$ cat src/nsa_pkg.sv
// nsa_pkg: shared types, constants and the arctangent table for the
// normal slope angle block; no dependencies
`default_nettype none
package nsa_pkg;

	localparam int CORDIC_STAGES_DEF = 16;
	localparam int TABLE_LEN = 24;
	localparam int PRESCALE = 20;
	localparam int FRAC = 16;
	localparam int XY_W = 40;
	localparam int Z_W = 25;
	localparam int TAB_W = 23;
	localparam int MAG_W = 7;

	localparam logic [1:0] SEL_CORDIC = 2'd0;
	localparam logic [1:0] SEL_ZERO = 2'd1;
	localparam logic [1:0] SEL_NINETY = 2'd2;
	localparam logic [1:0] SEL_FORTYFIVE = 2'd3;

	localparam logic signed [Z_W-1:0] Z_MAX = Z_W'(90) <<< FRAC;
	localparam logic [MAG_W-1:0] MAG_NINETY = MAG_W'(90);
	localparam logic [MAG_W-1:0] MAG_FORTYFIVE = MAG_W'(45);

	typedef struct packed {
		logic signed [XY_W-1:0] x;
		logic signed [XY_W-1:0] y;
		logic signed [Z_W-1:0] z;
	} cord_t;

	typedef struct packed {
		logic [1:0] sel;
		logic neg;
		logic ang_ok;
		logic last;
	} side_t;

	// atan(2^-i) in degrees, 16 fraction bits
	function automatic logic [TAB_W-1:0] atan_q16(input int i);
		logic [TAB_W-1:0] r;
		case (i)
			0: r = TAB_W'(2949120);
			1: r = TAB_W'(1740967);
			2: r = TAB_W'(919879);
			3: r = TAB_W'(466945);
			4: r = TAB_W'(234379);
			5: r = TAB_W'(117304);
			6: r = TAB_W'(58666);
			7: r = TAB_W'(29335);
			8: r = TAB_W'(14668);
			9: r = TAB_W'(7334);
			10: r = TAB_W'(3667);
			11: r = TAB_W'(1833);
			12: r = TAB_W'(917);
			13: r = TAB_W'(458);
			14: r = TAB_W'(229);
			15: r = TAB_W'(115);
			16: r = TAB_W'(57);
			17: r = TAB_W'(29);
			18: r = TAB_W'(14);
			19: r = TAB_W'(7);
			20: r = TAB_W'(4);
			21: r = TAB_W'(2);
			22: r = TAB_W'(1);
			default: r = '0;
		endcase
		return r;
	endfunction

endpackage
`default_nettype wire

$ cat src/nsa_cell.sv
// nsa_cell: one vectoring cordic rotation with fixed shift STAGE
// depends on nsa_pkg
`default_nettype none
module nsa_cell #(
	parameter int STAGE = 0
) (
	input wire logic clk,
	input wire logic arst_n,
	input wire logic in_vld,
	input wire nsa_pkg::cord_t in_d,
	input wire nsa_pkg::side_t in_sd,
	output logic out_vld,
	output nsa_pkg::cord_t out_d,
	output nsa_pkg::side_t out_sd
);

	localparam logic signed [nsa_pkg::Z_W-1:0] ANG =
		nsa_pkg::Z_W'(nsa_pkg::atan_q16(STAGE));

	logic signed [nsa_pkg::XY_W-1:0] xs;
	logic signed [nsa_pkg::XY_W-1:0] ys;
	nsa_pkg::cord_t nxt;

	always_comb begin
		xs = in_d.x >>> STAGE;
		ys = in_d.y >>> STAGE;
		if (in_d.y > $signed(nsa_pkg::XY_W'(0))) begin
			nxt.x = in_d.x + ys;
			nxt.y = in_d.y - xs;
			nxt.z = in_d.z + ANG;
		end else begin
			nxt.x = in_d.x - ys;
			nxt.y = in_d.y + xs;
			nxt.z = in_d.z - ANG;
		end
	end

	always_ff @(posedge clk or negedge arst_n) begin
		if (!arst_n) begin
			out_vld <= 1'b0;
		end else begin
			out_vld <= in_vld;
		end
	end

	always_ff @(posedge clk) begin
		out_d <= nxt;
		out_sd <= in_sd;
	end

endmodule
`default_nettype wire

$ cat config.mk
export PLATFORM = sky130hd
export DESIGN_NAME = nsa_cell
export DESIGN_NICKNAME = d
export VERILOG_FILES = /design/src/nsa_pkg.sv /design/src/nsa_cell.sv
export SDC_FILE = /design/constraint.sdc
export NUM_CORES = 1
export LEC_CHECK = 0
export BUFFER_PORTS_ARGS = -buffer_cell sky130_fd_sc_hd__buf_2
export CORE_MARGIN = 2
export CORE_UTILIZATION = 55
export CTS_BUF_LIST = sky130_fd_sc_hd__clkbuf_4 sky130_fd_sc_hd__clkbuf_8
export DETAILED_ROUTE_END_ITERATION = 8
export PLACE_DENSITY_LB_ADDON = 0.3
export RECOVER_POWER = 100
export SLEW_MARGIN = 20
export SYNTH_ARGS = -nofsm -noshare
export SYNTH_HDL_FRONTEND = slang
export SYNTH_SLANG_ARGS = --single-unit
$ cat constraint.sdc
create_clock -name clk -period 0.8 [get_ports clk]
set_clock_uncertainty 0.05 [all_clocks]
set_input_delay 0.04 -clock clk [delete_from_list [all_inputs] [get_ports clk]]
set_output_delay 0.04 -clock clk [all_outputs]
set_load 0.02 [all_outputs]
==> summary.md, run 1 <==
| Metric | Value |
|---|---|
| Status | `aborted with a tool error` |
| Exit stage | `clock tree synthesis` |
| Stop err | `[ERROR DPL-0038] Utilization greater than 100%, impossible to legalize` |
| Hold Buf Count CTS | `26` |
| Syn_area_per_cell | `7.75 sq um` |
| Post-synthesis register bit count | `110` |
| Mux contribution to synthesized area | `1.44%` |
| Post-Synth Simple-Gate Area | `15.7%` |
| Top_reg_cell synth | `dfxtp_1` |
| Post-CTS Repair Setup Buffers | `between 40 and 50` |
| FP Rows | `48` |
| Synth area leader | `dfxtp_1` |
| Post_cts resized | `570` |
| Combinational family with the most area after synthesis | `compound AO/OA/AOI/OAI gates` |
| CTS Sinks | `110` |
| Die Y | `137 um` |
| CTS root buf | `clkbuf_8` |
| Clk buf depth | `2` |
| Syn Inst Count | `1256` |
| Cell area after synthesis | `9730 sq um` |
| Register area share after synthesis | `22.7%` |
| Complex-gate fraction of the synthesized area | `27.4%` |
| Post-synth ARST share | `0.909%` |
| Ys Warns | `0` |
| PortBufs | `223` |
| Ports | `224` |
| Syn nets | `1501` |
| Synth cell types | `89` |
| Final GP Congestion | `between 0.9 and 1` |
| Cts bufs inserted | `9` |
| Synth Area in XOR/XNOR | `roughly 7.6%` |
| H-tree Lvls | `3` |
| Yosys top cell area share | `roughly 22%` |
| Setup WS pre-CTS | `-2.21 ns` |
| Synth area leaders | `dfxtp_1 (22%), ha_1 (16%), a21oi_1 (7.3%)` |
| EDFF count, synth | `0` |
| DIE WIDTH | `137 um` |
| Adder-cell area share of the yosys netlist | `17.3%` |
| Placed wire-length estimate | `34600 um` |
| Starting Density | `56.3%` |
## logic make-up after synthesis
logic type	Yosys count
AO/OA/AOI/OAI	404
AND/OR/NAND/NOR	318
buffers and inverters	194
adder cells (fa/ha/maj)	132
flip-flops	110
XOR/XNOR	84
multiplexers	14
## synth_stat cells (all sizes together), types with 4 or more instances
master / n
ha: 128
clkbuf: 28
nor2b: 15
nor4: 22
xnor2: 77
nand2b: 15
o221ai: 4
or3: 6
a2111oi: 7
nand4: 11
a211oi: 19
o21a: 5
nand3: 8
inv: 133
a31o: 4
o21ai: 65
a211o: 4
nand2: 67
or4: 4
clkinv: 4
or2: 6
a31oi: 14
buf: 29
mux2i: 14
o211ai: 18
dfxtp: 109
a21o: 32
a21boi: 4
a221oi: 7
nor2: 118
fa: 4
and2: 5
nor3: 28
o31ai: 11
a21oi: 146
xor2: 7
o311ai: 6
o21bai: 25
## through the flow
step	instance area (sq um)	std cells	setup TNS [ns]	util [%]
2_1_floorplan	10400	1256	-100.36	-
3_3_place_gp	14800	2090	-147.22	85.7
3_5_place_dp	14800	2090	-152.62	85.7
==> run 2: changes to the inputs <==
--- a/config.mk
+++ b/config.mk
@@ -7,10 +7,9 @@
 export LEC_CHECK = 0
 export BUFFER_PORTS_ARGS = -buffer_cell sky130_fd_sc_hd__buf_2
 export CORE_MARGIN = 2
-export CORE_UTILIZATION = 55
-export CTS_BUF_LIST = sky130_fd_sc_hd__clkbuf_4 sky130_fd_sc_hd__clkbuf_8
+export CORE_UTILIZATION = 40
 export DETAILED_ROUTE_END_ITERATION = 8
-export PLACE_DENSITY_LB_ADDON = 0.3
+export PLACE_DENSITY_LB_ADDON = 0.15
 export RECOVER_POWER = 100
 export SLEW_MARGIN = 20
 export SYNTH_ARGS = -nofsm -noshare
==> summary.md, run 2 <==
| Metric | Value |
|---|---|
| Status | `finished, violations left (was aborted with a tool error)` |
| Failing checks | `negative hold slack, negative setup slack` |
| CP Max Fanout | `3` |
| Via count | `13600` |
| Vias/cell | `5.82` |
| CTS Sinks | `110 (unchanged)` |
| Overflow after GRT | `0` |
| Max-capacitance violation count | `0` |
| CP Class | `primary input to flip-flop` |
| Most common cell in the netlist | `a21oi_1 (unchanged)` |
| Final cell count without fillers | `between 2000 and 2500` |
| PortBufs | `223 (unchanged)` |
| Fmax | `between 300 and 400 MHz` |
| Crit. End Element | `flip-flop` |
| Cells along the critical path | `buf_8, clkinvlp_4, buf_6, fa_2, o21bai_4, a2111oi_4, or2_4, a211oi_4, buf_4, o221a_4, a21oi_4, o31a_1, mux2i_1, xnor2_1` |
| Syn nets | `1501 (unchanged)` |
| WHS | `-0.115 ns` |
| Clk buf depth | `2 (unchanged)` |
| CP arrival | `2.81 ns` |
| Power per standard cell area | `1520 nW/um^2` |
| Final GP Congestion | `0.972 (was 0.997)` |
| 1st-pass router iterations | `8` |
| Most frequent cells in the layout | `buf_4 (470), buf_6 (175), inv_1 (112)` |
| Die area | `between 20000 and 30000 sq um` |
| WL final | `between 50000 and 60000 um` |
| Worst path max stage delay | `roughly 0.43 ns` |
| Hold Vio Cnt, Final | `2` |
| Worst-Margin Slew | `0.593 ns` |
| First-pass GRT wire length | `roughly 71000 um` |
| CTS tree | `yes` |
| Final worst setup slack | `-1.76 ns` |
| Most flops, register | `out_d` |
| Number of flip-flops in the largest register | `104` |
| Slew margin rel. | `60.1%` |
| Setup TNS | `-138.96 ns` |
| Placed insts | `2192 (was 2090)` |
| Bufs and invs on worst path | `4` |
| Max IR drop VDD | `1070 uV` |
| H-tree Lvls | `3 (unchanged)` |
| Critical Path RT | `1.05 ns` |
| FP Rows | `57 (was 48)` |
| Synth area leaders | `dfxtp_1 (22%), ha_1 (16%), a21oi_1 (7.3%) (unchanged)` |
| Synth area leader | `dfxtp_1 (unchanged)` |
| Final setup fails | `197` |
| Core Region | `around 24000 sq um` |
| Yosys top cell area share | `22.4% (unchanged)` |
| Cell area after synthesis | `9730 sq um (unchanged)` |
| RSZ-0062 raised after global routing | `yes` |
| Most common library cell in the layout ignoring fill and taps | `buf_4` |
| Drt drc | `0` |
| Synth cell types | `89 (unchanged)` |
| DR WL/cell | `approximately 22 um` |
| Largest net degree at the start of global routing | `21` |
| Critical Path Start Type | `primary input` |
| Syn Inst Count | `1256 (unchanged)` |
| Final net count | `2255` |
| Final period util | `320%` |
| Critical path's top delay family | `compound AO/OA/AOI/OAI gates` |
| Leakage Power | `between 9 and 10 nW` |
| Ports | `224 (unchanged)` |
| Placed wire-length estimate | `31900 um (was 34600 um)` |
| Hold Buf Count CTS | `26 (unchanged)` |
| Worst hold path class | `primary input to flip-flop` |
| CTS root buf | `clkbuf_16 (was clkbuf_8)` |
| Antenna violations before repair | `0` |
| Cts bufs inserted | `9 (unchanged)` |
| EDFF count, synth | `0 (unchanged)` |
| Final ANT Viol Nets | `0` |
| Slew Limit Fails | `0` |
| Register area share after synthesis | `22.7% (unchanged)` |
| Syn_area_per_cell | `7.75 sq um (unchanged)` |
| Top_reg_cell synth | `dfxtp_1 (unchanged)` |
| Area growth, synth to finish | `102%` |
| Ys Warns | `0 (unchanged)` |
| 1st-iter DRT viols | `1482` |
| Vias in the first global route | `13100` |
| Starting Density | `40.4% (was 56.3%)` |
| Antenna diode count | `0` |
| Post-synthesis register bit count | `110 (unchanged)` |
| All-Layer GR Usage | `approximately a third` |
| DIE WIDTH | `160 um (was 137 um)` |
| Post-synth ARST share | `0.909% (unchanged)` |
| Fraction of layout cells with a size suffix above 1 | `60.9%` |
| Die Y | `160 um (was 137 um)` |
| Fin crit period | `2.56 ns` |
| Regs by FF count | `out_d x104, out_sd x5, out_vld x1` |
| CTS clk-pin slew, worst paths | `0.10 ns` |
| CP max-delay cell | `fa_2` |
| Top cells by count, synth | `a21oi_1 (142), inv_1 (131), ha_1 (128) (unchanged)` |
| Fill count | `around 1400` |
run 2: cell counts after synthesis:
Identical to the previous run, type by type.
run 2: what timing repair did:
item                       in CTS  in global routing
cloned                         11                  1
gates resized for setup       644                193
setup endpoints to repair     197                197
buffers inserted               65                 66
hold endpoints to repair       28                  1
pin swaps                     142                163
run 2: kinds of logic after synthesis:
family                   Yosys count  share of synthesized area (%)
multiplexers                      14                           1.44
buffers and inverters            194                           7.98
XOR/XNOR                          84                           7.56
adder cells (fa/ha/maj)          132                           17.3
flip-flops                       110                           22.7
AND/OR/NAND/NOR                  318                           15.7
AO/OA/AOI/OAI                    404                           27.4
run 2: cell type report:
class	instances	area, sq um	area share, %
Tap cell	324	405	2.06
Clock inverter	6	62.6	0.318
Multi-Input combinational cell	952	9080	46.2
Clock buffer	10	229	1.16
Timing Repair Buffer	800	6960	35.4
Sequential cell	110	2350	11.9
Inverter	137	583	2.97
run 2: path summary, 6_finish.rpt:
| path | from | end | cells after the start |
|---|---|---|---|
| worst min-delay path | in_d[65] | out_d[65] | 3 |
| max in group asynchronous | arst_n | out_vld | 3 |
| worst max-delay path | in_d[26] | out_d[63] | 14 |
| min in group asynchronous | arst_n | out_vld | 3 |
run 2: report_power, final:
| part | leakage [nW] | total, mW | switching (mW) | internal [mW] |
|---|---|---|---|---|
| combinational | 8.07 | 17.7 | 8.92 | 8.74 |
| sequential | 0.933 | 7.51 | 0.672 | 6.84 |
| clock | 0.143 | 4.76 | 2.54 | 2.22 |
| total | 9.15 | 29.9 | 12.1 | 17.8 |
run 2: through the flow:
step	utilization, %	power, mW	instance area [sq um]	setup slack [ns]
floorplan	-	13.6	10400	-1.83
global placement	62.0	19.3	14900	-2.17
detailed placement	62.0	19.3	14900	-2.20
CTS	76.2	27.7	18400	-1.62
global route	81.6	30.9	19700	-1.82
finish	81.6	29.9	19700	-1.76
run 2: per-layer routing:
layer / track usage [%] / wire, um / part of all wire [%]
met1: 43.8 / 19600 / 37
met2: 59.9 / 24100 / 46
met3: 6.31 / 5340 / 10
met4: 13.8 / 3420 / 6.5
met5: 0 / 0 / 0
(Power assumes the default switching activity.)
