File: config.mk
export PLATFORM = sky130hd
export DESIGN_NAME = nsa_out
export DESIGN_NICKNAME = d
export VERILOG_FILES = /design/src/nsa_pkg.sv /design/src/nsa_out.sv
export SDC_FILE = /design/constraint.sdc
export NUM_CORES = 1
export LEC_CHECK = 0
export BUFFER_PORTS_ARGS = -buffer_cell sky130_fd_sc_hd__buf_2
export CAP_MARGIN = 20
export CORE_MARGIN = 1
export CORE_UTILIZATION = 29
export DETAILED_ROUTE_END_ITERATION = 10
export HOLD_SLACK_MARGIN = 0.06
export PLACE_DENSITY = 0.86
export SLEW_MARGIN = 40
export SYNTH_ARGS = -nofsm -noshare
export SYNTH_HDL_FRONTEND = slang
export SYNTH_SLANG_ARGS = --single-unit
File: constraint.sdc
create_clock -name clk -period 0.8 [get_ports clk]
set_input_delay 0.16 -clock clk [delete_from_list [all_inputs] [get_ports clk]]
set_output_delay 0.16 -clock clk [all_outputs]
set_load 0.01 [all_outputs]
File: src/nsa_pkg.sv
// nsa_pkg: shared types, constants and the arctangent table for the
// normal slope angle block; no dependencies
`default_nettype none
package nsa_pkg;

	localparam int CORDIC_STAGES_DEF = 16;
	localparam int TABLE_LEN = 24;
	localparam int PRESCALE = 20;
	localparam int FRAC = 16;
	localparam int XY_W = 40;
	localparam int Z_W = 25;
	localparam int TAB_W = 23;
	localparam int MAG_W = 7;

	localparam logic [1:0] SEL_CORDIC = 2'd0;
	localparam logic [1:0] SEL_ZERO = 2'd1;
	localparam logic [1:0] SEL_NINETY = 2'd2;
	localparam logic [1:0] SEL_FORTYFIVE = 2'd3;

	localparam logic signed [Z_W-1:0] Z_MAX = Z_W'(90) <<< FRAC;
	localparam logic [MAG_W-1:0] MAG_NINETY = MAG_W'(90);
	localparam logic [MAG_W-1:0] MAG_FORTYFIVE = MAG_W'(45);

	typedef struct packed {
		logic signed [XY_W-1:0] x;
		logic signed [XY_W-1:0] y;
		logic signed [Z_W-1:0] z;
	} cord_t;

	typedef struct packed {
		logic [1:0] sel;
		logic neg;
		logic ang_ok;
		logic last;
	} side_t;

	// atan(2^-i) in degrees, 16 fraction bits
	function automatic logic [TAB_W-1:0] atan_q16(input int i);
		logic [TAB_W-1:0] r;
		case (i)
			0: r = TAB_W'(2949120);
			1: r = TAB_W'(1740967);
			2: r = TAB_W'(919879);
			3: r = TAB_W'(466945);
			4: r = TAB_W'(234379);
			5: r = TAB_W'(117304);
			6: r = TAB_W'(58666);
			7: r = TAB_W'(29335);
			8: r = TAB_W'(14668);
			9: r = TAB_W'(7334);
			10: r = TAB_W'(3667);
			11: r = TAB_W'(1833);
			12: r = TAB_W'(917);
			13: r = TAB_W'(458);
			14: r = TAB_W'(229);
			15: r = TAB_W'(115);
			16: r = TAB_W'(57);
			17: r = TAB_W'(29);
			18: r = TAB_W'(14);
			19: r = TAB_W'(7);
			20: r = TAB_W'(4);
			21: r = TAB_W'(2);
			22: r = TAB_W'(1);
			default: r = '0;
		endcase
		return r;
	endfunction

endpackage
`default_nettype wire

File: src/nsa_out.sv
// nsa_out: output stage, clamps the cordic angle, applies special cases and sign
// depends on nsa_pkg
`default_nettype none
module nsa_out (
	input wire logic clk,
	input wire logic arst_n,
	input wire logic in_vld,
	input wire nsa_pkg::cord_t in_d,
	input wire nsa_pkg::side_t in_sd,
	output logic done,
	output logic signed [7:0] angle_deg,
	output logic angle_valid,
	output logic last_out
);

	logic [nsa_pkg::MAG_W-1:0] cmag;
	logic [nsa_pkg::MAG_W-1:0] mag;
	logic [7:0] deg;

	always_comb begin
		if (in_d.z < $signed(nsa_pkg::Z_W'(0))) begin
			cmag = '0;
		end else if (in_d.z > nsa_pkg::Z_MAX) begin
			cmag = nsa_pkg::MAG_NINETY;
		end else begin
			cmag = in_d.z[nsa_pkg::FRAC +: nsa_pkg::MAG_W];
		end
		case (in_sd.sel)
			nsa_pkg::SEL_CORDIC: mag = cmag;
			nsa_pkg::SEL_ZERO: mag = '0;
			nsa_pkg::SEL_NINETY: mag = nsa_pkg::MAG_NINETY;
			nsa_pkg::SEL_FORTYFIVE: mag = nsa_pkg::MAG_FORTYFIVE;
			default: mag = '0;
		endcase
		deg = in_sd.neg ? 8'(-{1'b0, mag}) : {1'b0, mag};
	end

	always_ff @(posedge clk or negedge arst_n) begin
		if (!arst_n) begin
			done <= 1'b0;
		end else begin
			done <= in_vld;
		end
	end

	always_ff @(posedge clk) begin
		angle_deg <= $signed(deg);
		angle_valid <= in_sd.ang_ok;
		last_out <= in_sd.last;
	end

endmodule
`default_nettype wire

==> metrics.txt, run 1 <==
Data arrival, critical path=1.89 ns; leakage power of the design=0.602 nW; number of distinct library cells after synthesis=43; Gate Count Post-Synth=82; count of port buffers added during placement=43; Main synth FF type=dfxtp_1; via count normalized by instance count=5.29; biggest fanout along the worst timing path=4; synthesized area per cell=8.64 um2; share of flip-flops with an asynchronous set or reset after synthesis=9.09%; Placement Rows=17; RSZ-0062 raised after global routing=true; Hold Vio Cnt, Final=0; wirelength, routed=2.56 mm; area added between synthesis and finish=91.9%; number of nets in the layout=265; TritonCTS clock tree=done; status=complete, but fails checks; number of levels in the clock H-tree=1; via count of the first global-routing pass=916; number of sinks on the clock net=11; worst max-slew margin expressed relative to the limit=79.8%; starting density of the core=31.4%; min Tclk post-route=1.74 ns; fraction of synthesized cell area in xor and xnor cells=1.24%; area enclosed by the die boundary=0.00264 mm2; CP Capture Type=flop; Routability Congestion=0.803; first-pass GRT wire length=3.77 mm; final period utilization=218%; die span in x=51.4 um; worst hold slack=0.200 ns; Synth Register Bits=11; synthesis warning total=0; violated checks=negative setup slack; average wire per standard cell=14.4 um; PwrDens=1150 mW/mm2; Max VDD drop=850 uV; instance area after placement=0.00111 mm2; number of antenna violations at the first check in global routing=0; simple logic cell fraction of the synthesized area=29.3%; peak clock frequency supported by timing=0.574 GHz; synthesized-area fraction occupied by adder cells=1.77%; die extent in y=51.4 um; maximum number of pins on one net before global-route repair=13; Clock Root Buffer=clkbuf_4; worst path setup slack after routing=-0.944 ns; final max-slew violation count=0; Antenna Violating Nets Remaining=0; post-synthesis instance area=708 um2; layout cell share with drive strength beyond 1=56.0%; Hold/Removal Path Class=input port to async pin; clock-pin slew on the worst setup and hold paths=0.06 ns; remaining routing DRC violations=0; 1st-iter DRT viols=14; actual slew at the worst max-slew pin=0.302 ns; I/O Pins=124; leftover overflow at the end of global routing=0; number of iterations in the first detailed-routing pass=5; number of enable flip-flop cells after synthesis=0; multiplexer fraction of the synthesized cell area=2.83%; total clock buffers created by CTS=3; number of max-capacitance violations reported=0; total negative slack=-5.05 ns; post-placement setup slack=-1.26 ns; clk buf depth=2; overall power after layout=1.56 mW; number of setup violations in the final report=19; Final HPWL DP=1.95 mm; synthesized-area fraction occupied by ao, oa, aoi and oai cells=27.6%; net count after synthesis=196; Non-Filler Cell Area, Final=0.00136 mm2; Seq/Total Area, Yosys=31.8%; dominant combinational cell family by area after synthesis=simple AND/OR/NAND/NOR gates; via total after detailed routing=942; endpoint required time on the critical path=0.95 ns; path type of the worst setup path=input port to flop; antenna diode instance count=0; startpoint type of the worst setup path=input port; total routing usage reported by global routing=19.8%; CORE AREA=0.00225 mm2
==> area by class of cell <==
type	instances	area, um2
Timing Repair Buffer	69	505
Fill cell	210	896
Tap cell	28	35.0
Multi-Input combinational cell	63	554
Clock buffer	4	26.3
Sequential cell	11	226
Inverter	3	11.3
==> power breakdown <==
group	internal [mW]	switching, mW	total, mW
combinational	0.321	0.275	0.596
sequential	0.598	0.0104	0.609
clock	0.192	0.160	0.352
==> worst max path at each step <==
stage | cells after the start | from | slack (ns) | end
2_1_floorplan | 9 | in_d[22] | -0.96 | angle_deg[6]
3_3_place_gp | 9 | in_d[18] | -1.11 | angle_deg[6]
3_5_place_dp | 9 | in_d[18] | -1.26 | angle_deg[6]
4_1_cts | 9 | in_d[18] | -0.91 | angle_deg[6]
5_1_grt | 9 | in_d[18] | -1.00 | angle_deg[6]
6_report | 10 | in_d[20] | -0.94 | angle_deg[6]
==> synth_stat cells, types with 2 or more instances <==
master    count  share of area (%)
inv_1         3                1.6
nand3_1       3                2.1
nand2_1       3                1.6
o21bai_1      2                2.1
a211o_1       2                2.5
nand3b_1      2                2.1
o21ai_0       3                2.1
mux2i_1       2                2.8
a21oi_1       2                1.4
nor2b_1       2                1.8
nor4_1        6                5.3
clkbuf_1      3                1.6
dfxtp_1      10                 28
nand4_1       2                1.8
a31oi_1       2                1.8
nor2_1        6                3.2
nor3_1        2                1.4
nor4b_1       2                2.5
==> cells in the final DEF, fill, tap and decap left out, types with 2 or more instances in the layout <==
cell / instances
nor2b_1: 2
nand3_1: 3
buf_4: 21
nor4_4: 2
o21ai_0: 2
buf_2: 32
nand4_1: 2
buf_6: 10
inv_1: 2
dfxtp_1: 9
nor2_1: 6
clkbuf_4: 3
nand2_1: 2
nor4b_4: 2
o21ai_1: 2
dlygate4sd3_1: 4
nor4_1: 4
mux2i_1: 2
a211o_1: 2
o21bai_1: 2
nand3b_1: 2
a31oi_1: 2
a21oi_1: 2
==> cells by family (layout without fill, tap and decap cells) <==
family	after synthesis	after routing
AND/OR/NAND/NOR	34	34
buffers and inverters	8	76
multiplexers	2	2
flip-flops	11	11
adder cells (fa/ha/maj)	1	1
XOR/XNOR	1	1
AO/OA/AOI/OAI	25	25
==> per-layer routing <==
layer	global-route usage [%]	share of wire (%)	vias to the layer above	routed length [um]
met1	18.1	33	426	845
met4	11.7	3.0	0	76
met3	3.27	6.9	8	176
met5	0	0	-	0
met2	39.4	57	50	1460
li1	-	-	458	-
==> critical path, stage by stage <==
cell and delay, ns:
buf_2 0.14, o2111ai_4 0.14, nand2_2 0.11, o31ai_4 0.07, a31oi_1 0.19, ha_2 0.22
inv_2 0.03, a211o_1 0.27, or2_4 0.26, a311o_1 0.31
==> state kept, by name, indices dropped and copies added, names as in the netlist <==
register / count
angle_deg: 8
angle_valid: 1
done: 1
last_out: 1
==> repair_timing <==
item | CTS | global route
pin swaps | 8 | 5
hold buffers | 4 | 0
hold endpoints to repair | 4 | 0
resized for setup | 24 | 10
buffers inserted | 3 | 1
endpoints found under the setup margin | 19 | 19
==> stage by stage <==
step | util [%] | instances
after floorplan | - | 82
after global placement | 49.4 | 167
after detailed placement | 49.4 | 167
after CTS | 58.3 | 178
after global routing | 60.3 | 178
final | 60.3 | 178
Power figures use the tool's default switching activity.
==> run 2: changes to the inputs <==
- CORE_UTILIZATION: 29 -> 26
- PLACE_DENSITY: 0.86 -> 0.78
- clock period: 0.8 -> 1.85 ns (I/O delays scaled with it)
==> run 2 against run 1 <==
Against the previous run:
- the run still ends with negative setup slack left
- combinational power decreased by 62%
- sequential power decreased by 57%
- hold slack improved by 0.0071 ns
- worst setup slack improved by 0.81 ns
- sequential share of layout area increased by 1.7 points
- non-clock buffer count decreased by 6
- final cell count decreased by 2.2%
- first-iteration DRC count decreased by 7.1%
- die area increased by 11%
- clock-buffer cell count unchanged
- via count decreased by 4.7%
- clock power decreased by 57%
==> metrics.txt, run 2 (synthesis gave the netlist of run 1 again) <==
status=complete, but fails checks; violated checks=negative setup slack; starting density of the core=28.1% (-3.3 points); number of sinks on the clock net=11 (unchanged); sequential cell area=225 um2 (-0.55%); Final HPWL DP=1.64 mm (-16%); total negative slack=-0.221 ns (+4.83 ns); count of port buffers added during placement=43 (unchanged); number of iterations in the first detailed-routing pass=4 (-1); Placement Rows=18 (+1); first-pass GRT wire length=3.11 mm (-18%); area added between synthesis and finish=72.8%; RSZ-0062 raised after global routing=true; part of the power in registers=41.1% (+2.0 points); via total after detailed routing=898 (-4.7%); number of levels in the clock H-tree=1 (unchanged); number of antenna violations at the first check in global routing=0 (unchanged); most common cell after layout, fill and taps aside=buf_2; net switching share of the total power=28.3% (-0.27 points); Internal=0.457 mW (-59%); register with the most flip-flops=angle_deg; Hold Vio Cnt, Final=0 (unchanged); commonest cells after routing, fill and taps aside=38 x buf_2, 19 x buf_4, 10 x dfxtp_1; share of total power in the clock network=23.8% (+1.2 points); final max-slew violation count=0 (unchanged); number of nets in the layout=259 (-2.3%); antenna diode instance count=0 (unchanged); TritonCTS clock tree=done; I/O Pins=124 (unchanged); leftover overflow at the end of global routing=0 (unchanged); layout cell share with drive strength beyond 1=54.2% (-1.8 points); total routing usage reported by global routing=14.7% (-5.1 points); Data arrival, critical path=2.13 ns (+0.24 ns); CP Capture Type=flop; Antenna Violating Nets Remaining=0 (unchanged); startpoint type of the worst setup path=input port; number of cells in the finished layout apart from fillers=174 (-2.2%); clock-pin slew on the worst setup and hold paths=0.06 ns (about the same); cell count after placement=166 (-0.60%); overall power after layout=0.638 mW (-59%); Clock Root Buffer=clkbuf_4; flip-flop count of the largest register, all copies and words added=8 (unchanged); worst max-slew margin expressed relative to the limit=79.7% (-0.14 points); PwrDens=521 mW/mm2 (-55%); average wire per standard cell=12.6 um (-13%); leakage power of the design=0.548 nW (-9.1%); wirelength, routed=2.19 mm (-14%); remaining routing DRC violations=0 (unchanged); number of setup violations in the final report=2 (-17); 1st-iter DRT viols=13 (-1); die span in x=54.2 um (+5.4%); Max VDD drop=340 uV (-60%); endpoint required time on the critical path=2.00 ns (+1.05 ns); Fill cells=258 (+23%); final period utilization=107%; worst hold slack=0.208 ns (+0.00707 ns); switching power=0.181 mW (-59%); via count normalized by instance count=5.16 (-2.5%); path type of the worst setup path=input port to flop; multi-input gate area in the final layout=520 um2 (-6.1%); min Tclk post-route=1.98 ns; CORE AREA=0.00252 mm2 (+12%); via count of the first global-routing pass=763 (-17%); total clock buffers created by CTS=3 (unchanged); fraction of the core area covered by cells at the end of the flow=48.5% (-12 points); maximum number of pins on one net before global-route repair=17 (+4); Routability Congestion=0.890 (+11%); Hold/Removal Path Class=input port to flop; peak clock frequency supported by timing=0.505 GHz; actual slew at the worst max-slew pin=0.300 ns (-0.00153 ns); biggest fanout along the worst timing path=4 (unchanged); proportion of power drawn by combinational gates=35.1% (-3.2 points); worst path setup slack after routing=-0.131 ns (+0.813 ns); clk buf depth=2 (unchanged); die extent in y=54.2 um (+5.4%); area enclosed by the die boundary=0.00294 mm2 (+11%); number of max-capacitance violations reported=0 (unchanged)
[run 2: cell types whose count changed in the layout (fill, tap and decap cells not counted), moves of 2 or more]
cell	change
buf_2	+6
nor4_1	-2
nor4_2	+3
dlygate4sd3_1	-3
buf_4	-2
buf_6	-6
[run 2: power by group through the flow]
stage / Clock, mW / Sequential [mW] / Combinational (mW)
finish: 0.152 / 0.262 / 0.224
CTS: 0.160 / 0.262 / 0.201
global placement: 0 / 0.268 / 0.182
global route: 0.169 / 0.264 / 0.244
detailed placement: 0 / 0.267 / 0.188
floorplan: 0 / 0.280 / 0.0766
[run 2: layer usage]
layer | track usage [%] | part of all wire [%] | vias to the layer above
li1 | - | - | 445
met1 | 16.9 | 40 | 394
met2 | 26.2 | 48 | 51
met3 | 0.847 | 9.2 | 8
met4 | 8.97 | 2.6 | 0
met5 | 0 | 0 | -
[run 2: per-stage QoR]
stage                     instance area, um2  setup WS, ns
after global placement                  1050        -0.344
after CTS                               1140       -0.0372
final                                   1220        -0.131
after floorplan                          708        -0.136
after detailed placement                1050        -0.438
after global routing                    1220        -0.200
[run 2: worst max-delay path, stage by stage]
cell and delay (ns):
buf_8 0.10, o2111ai_4 0.21, a31oi_1 0.11, o21bai_1 0.23, ha_2 0.23, inv_2 0.04, a211o_1 0.27, or2_1 0.24
a311o_1 0.31
[run 2: final timing paths]
path	slack (ns)	start	cells after the start	endpoint
setup / recovery	-0.13	in_d[18]	9	angle_deg[6]
hold / removal	0.21	in_sd[0]	1	last_out
max in group asynchronous	1.36	arst_n	2	done
min in group asynchronous	0.41	arst_n	2	done
[run 2: final cells by class]
cell class              count  share of cell area, %
repair buffers             63                   32.9
flip-flops and latches     11                   18.4
multi-input cells          63                   42.5
clock buffers               4                   2.15
inverters                   3                  0.920
well taps                  30                   3.07
[run 2: repair_timing]
action | CTS | global route
endpoints found under the setup margin | 2 | 2
gates resized for setup | 6 | 19
setup buffers | 2 | 1
hold buffers | 1 | 0
hold endpoints to repair | 1 | 0
pin swaps | 3 | 2
==> run 3: changes to the inputs <==
- CORE_ASPECT_RATIO: unset -> 1.4
==> run 3 against run 2 <==
Against the previous run:
- the run still ends with negative setup slack left
- hold slack gained 0.0021 ns
- utilization shrank 2.6 points
- clock power grew 3%
- via count grew 3.2%
- non-clock buffer count is the same
- flip-flop and latch count is the same
- power is essentially flat
- final cell count grew 3.4%
- critical path depth grew 1
- die area grew 0.10%
- critical path type unchanged
==> metrics.txt, run 3 (synthesis gave the netlist of run 1 again) <==
status=complete, but fails checks; violated checks=negative setup slack; via total after detailed routing=927 (+3.2%); hold_sp=in_sd[0]; leftover overflow at the end of global routing=0 (unchanged); Final HPWL DP=1.73 mm (+5.7%); CORE AREA=0.00262 mm2 (+3.7%); area enclosed by the die boundary=0.00294 mm2 (+0.10%); remaining routing DRC violations=0 (unchanged); 1st-iter DRT viols=33 (+20); path type of the worst setup path=input port to flop; buffering stage count on the worst path with inverters included=2 (unchanged); first-pass GRT wire length=3.32 mm (+6.7%); actual slew at the worst max-slew pin=0.293 ns (-0.00723 ns); slowest CP cell=a311o_1; Routability Congestion=0.871 (-2.2%); Antenna Violating Nets Remaining=0 (unchanged); via count of the first global-routing pass=801 (+5.0%); Hold/Removal Path Class=input port to flop; Placement Rows=22 (+4); antenna diode instance count=0 (unchanged); commonest cells after routing, fill and taps aside=40 x buf_2, 20 x buf_4, 10 x dfxtp_1; sequential cell area=225 um2 (unchanged); via count normalized by instance count=5.15 (-0.21%); die span in x=46.1 um (-15%); total clock buffers created by CTS=3 (unchanged); instance area after placement=0.00107 mm2 (+1.4%); layout cell share with drive strength beyond 1=54.2% (unchanged); Non-Filler Cell Area, Final=0.00120 mm2 (-1.8%); number of iterations in the first detailed-routing pass=4 (unchanged); maximum number of pins on one net before global-route repair=17 (unchanged); peak clock frequency supported by timing=0.504 GHz (-0.15%); worst path setup slack after routing=-0.134 ns (-0.00289 ns); min Tclk post-route=1.98 ns (+0.00289 ns); clk buf depth=2 (unchanged); worst hold endpoint=last_out; Hold Path Stages=1 (unchanged); Max VDD drop=235 uV (-31%); I/O Pins=124 (unchanged); CP Capture Type=flop; PwrDens=531 mW/mm2 (+1.9%); most common cell after layout, fill and taps aside=buf_2; worst hold slack=0.210 ns (+0.00214 ns); final max-slew violation count=0 (unchanged); flip-flop count of the largest register, all copies and words added=8 (unchanged); starting density of the core=27.1% (-0.99 points); wirelength, routed=2.28 mm (+4.1%); CP top delay family=compound AO/OA/AOI/OAI gates; Crit path depth=10 (+1); endpoint required time on the critical path=2.01 ns (about the same); number of antenna violations at the first check in global routing=0 (unchanged); leakage power of the design=0.539 nW (-1.6%); Hold Vio Cnt, Final=0 (unchanged); number of max-capacitance violations reported=0 (unchanged); number of nets in the layout=259 (unchanged); register with the most flip-flops=angle_deg; biggest fanout along the worst timing path=4 (unchanged); peak per-stage delay on the critical path=0.32 ns (about the same); Data arrival, critical path=2.14 ns (about the same); count of port buffers added during placement=43 (unchanged); number of levels in the clock H-tree=1 (unchanged); number of sinks on the clock net=11 (unchanged); multi-input gate area in the final layout=507 um2 (-2.6%); total routing usage reported by global routing=15.5% (+0.80 points); number of setup violations in the final report=2 (unchanged); Clock Root Buffer=clkbuf_4; fraction of the core area covered by cells at the end of the flow=45.9% (-2.6 points); ordered list of cells on the worst path=buf_2 > nor4_2 > nand4_1 > o31ai_2 > a31oi_1 > ha_2 > inv_2 > a211o_1 > nor4_1 > a311o_1; final period utilization=107% (+0.16 points); TritonCTS clock tree=done; average wire per standard cell=12.6 um (+0.65%); overall power after layout=0.638 mW (about the same); RSZ-0062 raised after global routing=true; die extent in y=63.8 um (+18%); Fill cells=257 (-0.39%); worst max-slew margin expressed relative to the limit=80.2% (+0.49 points); startpoint type of the worst setup path=input port; clock-pin slew on the worst setup and hold paths=0.07 ns (about the same); area added between synthesis and finish=69.6%
[run 3: cell counts in the layout (fill, tap and decap cells not counted)]
Identical to the previous run, type by type.
[run 3: how the worst max path moves through the flow]
| stage | slack [ns] | to | start |
|---|---|---|---|
| final | -0.13 | angle_deg[6] | in_d[3] |
| after global routing | -0.18 | angle_deg[6] | in_d[3] |
| after CTS | -0.08 | angle_deg[6] | in_d[18] |
| after detailed placement | -0.45 | angle_deg[6] | in_d[3] |
| after global placement | -0.35 | angle_deg[6] | in_d[7] |
| after floorplan | -0.14 | angle_deg[6] | in_d[23] |
[run 3: layout make-up]
class	count	share of cell area [%]
multi-input cells	63	42.2
inverters	3	0.938
clock buffers	4	2.19
flip-flops and latches	11	18.8
well taps	36	3.75
repair buffers	63	32.2
[run 3: per-layer routing]
| layer | vias to the layer above | track usage, % | part of all wire (%) |
|---|---|---|---|
| met2 | 58 | 29.2 | 53 |
| met1 | 415 | 15.2 | 35 |
| met3 | 7 | 4.52 | 9.8 |
| li1 | 447 | - | - |
| met5 | - | 0 | 0 |
| met4 | 0 | 4.41 | 1.8 |
[run 3: what timing repair did]
item,4_1_cts,5_1_grt
endpoints found under the setup margin,2,2
pin swaps,3,4
hold endpoints to repair,1,0
hold buffers,1,0
setup buffers,2,0
resized for setup,14,5
[run 3: report_power, final]
group | internal (mW) | switching, mW | total [mW]
Combinational | 0.112 | 0.107 | 0.219
Clock | 0.0832 | 0.0732 | 0.156
Sequential | 0.258 | 0.00394 | 0.262
Total | 0.454 | 0.184 | 0.638
[run 3: per-stage QoR]
stage / instances / TNS (ns) / worst slack (ns)
2_1_floorplan: 82 / -0.180 / -0.136
3_3_place_gp: 173 / -0.699 / -0.347
3_5_place_dp: 173 / -1.01 / -0.451
4_1_cts: 180 / -0.0860 / -0.0827
5_1_grt: 180 / -0.292 / -0.178
6_report: 180 / -0.178 / -0.134
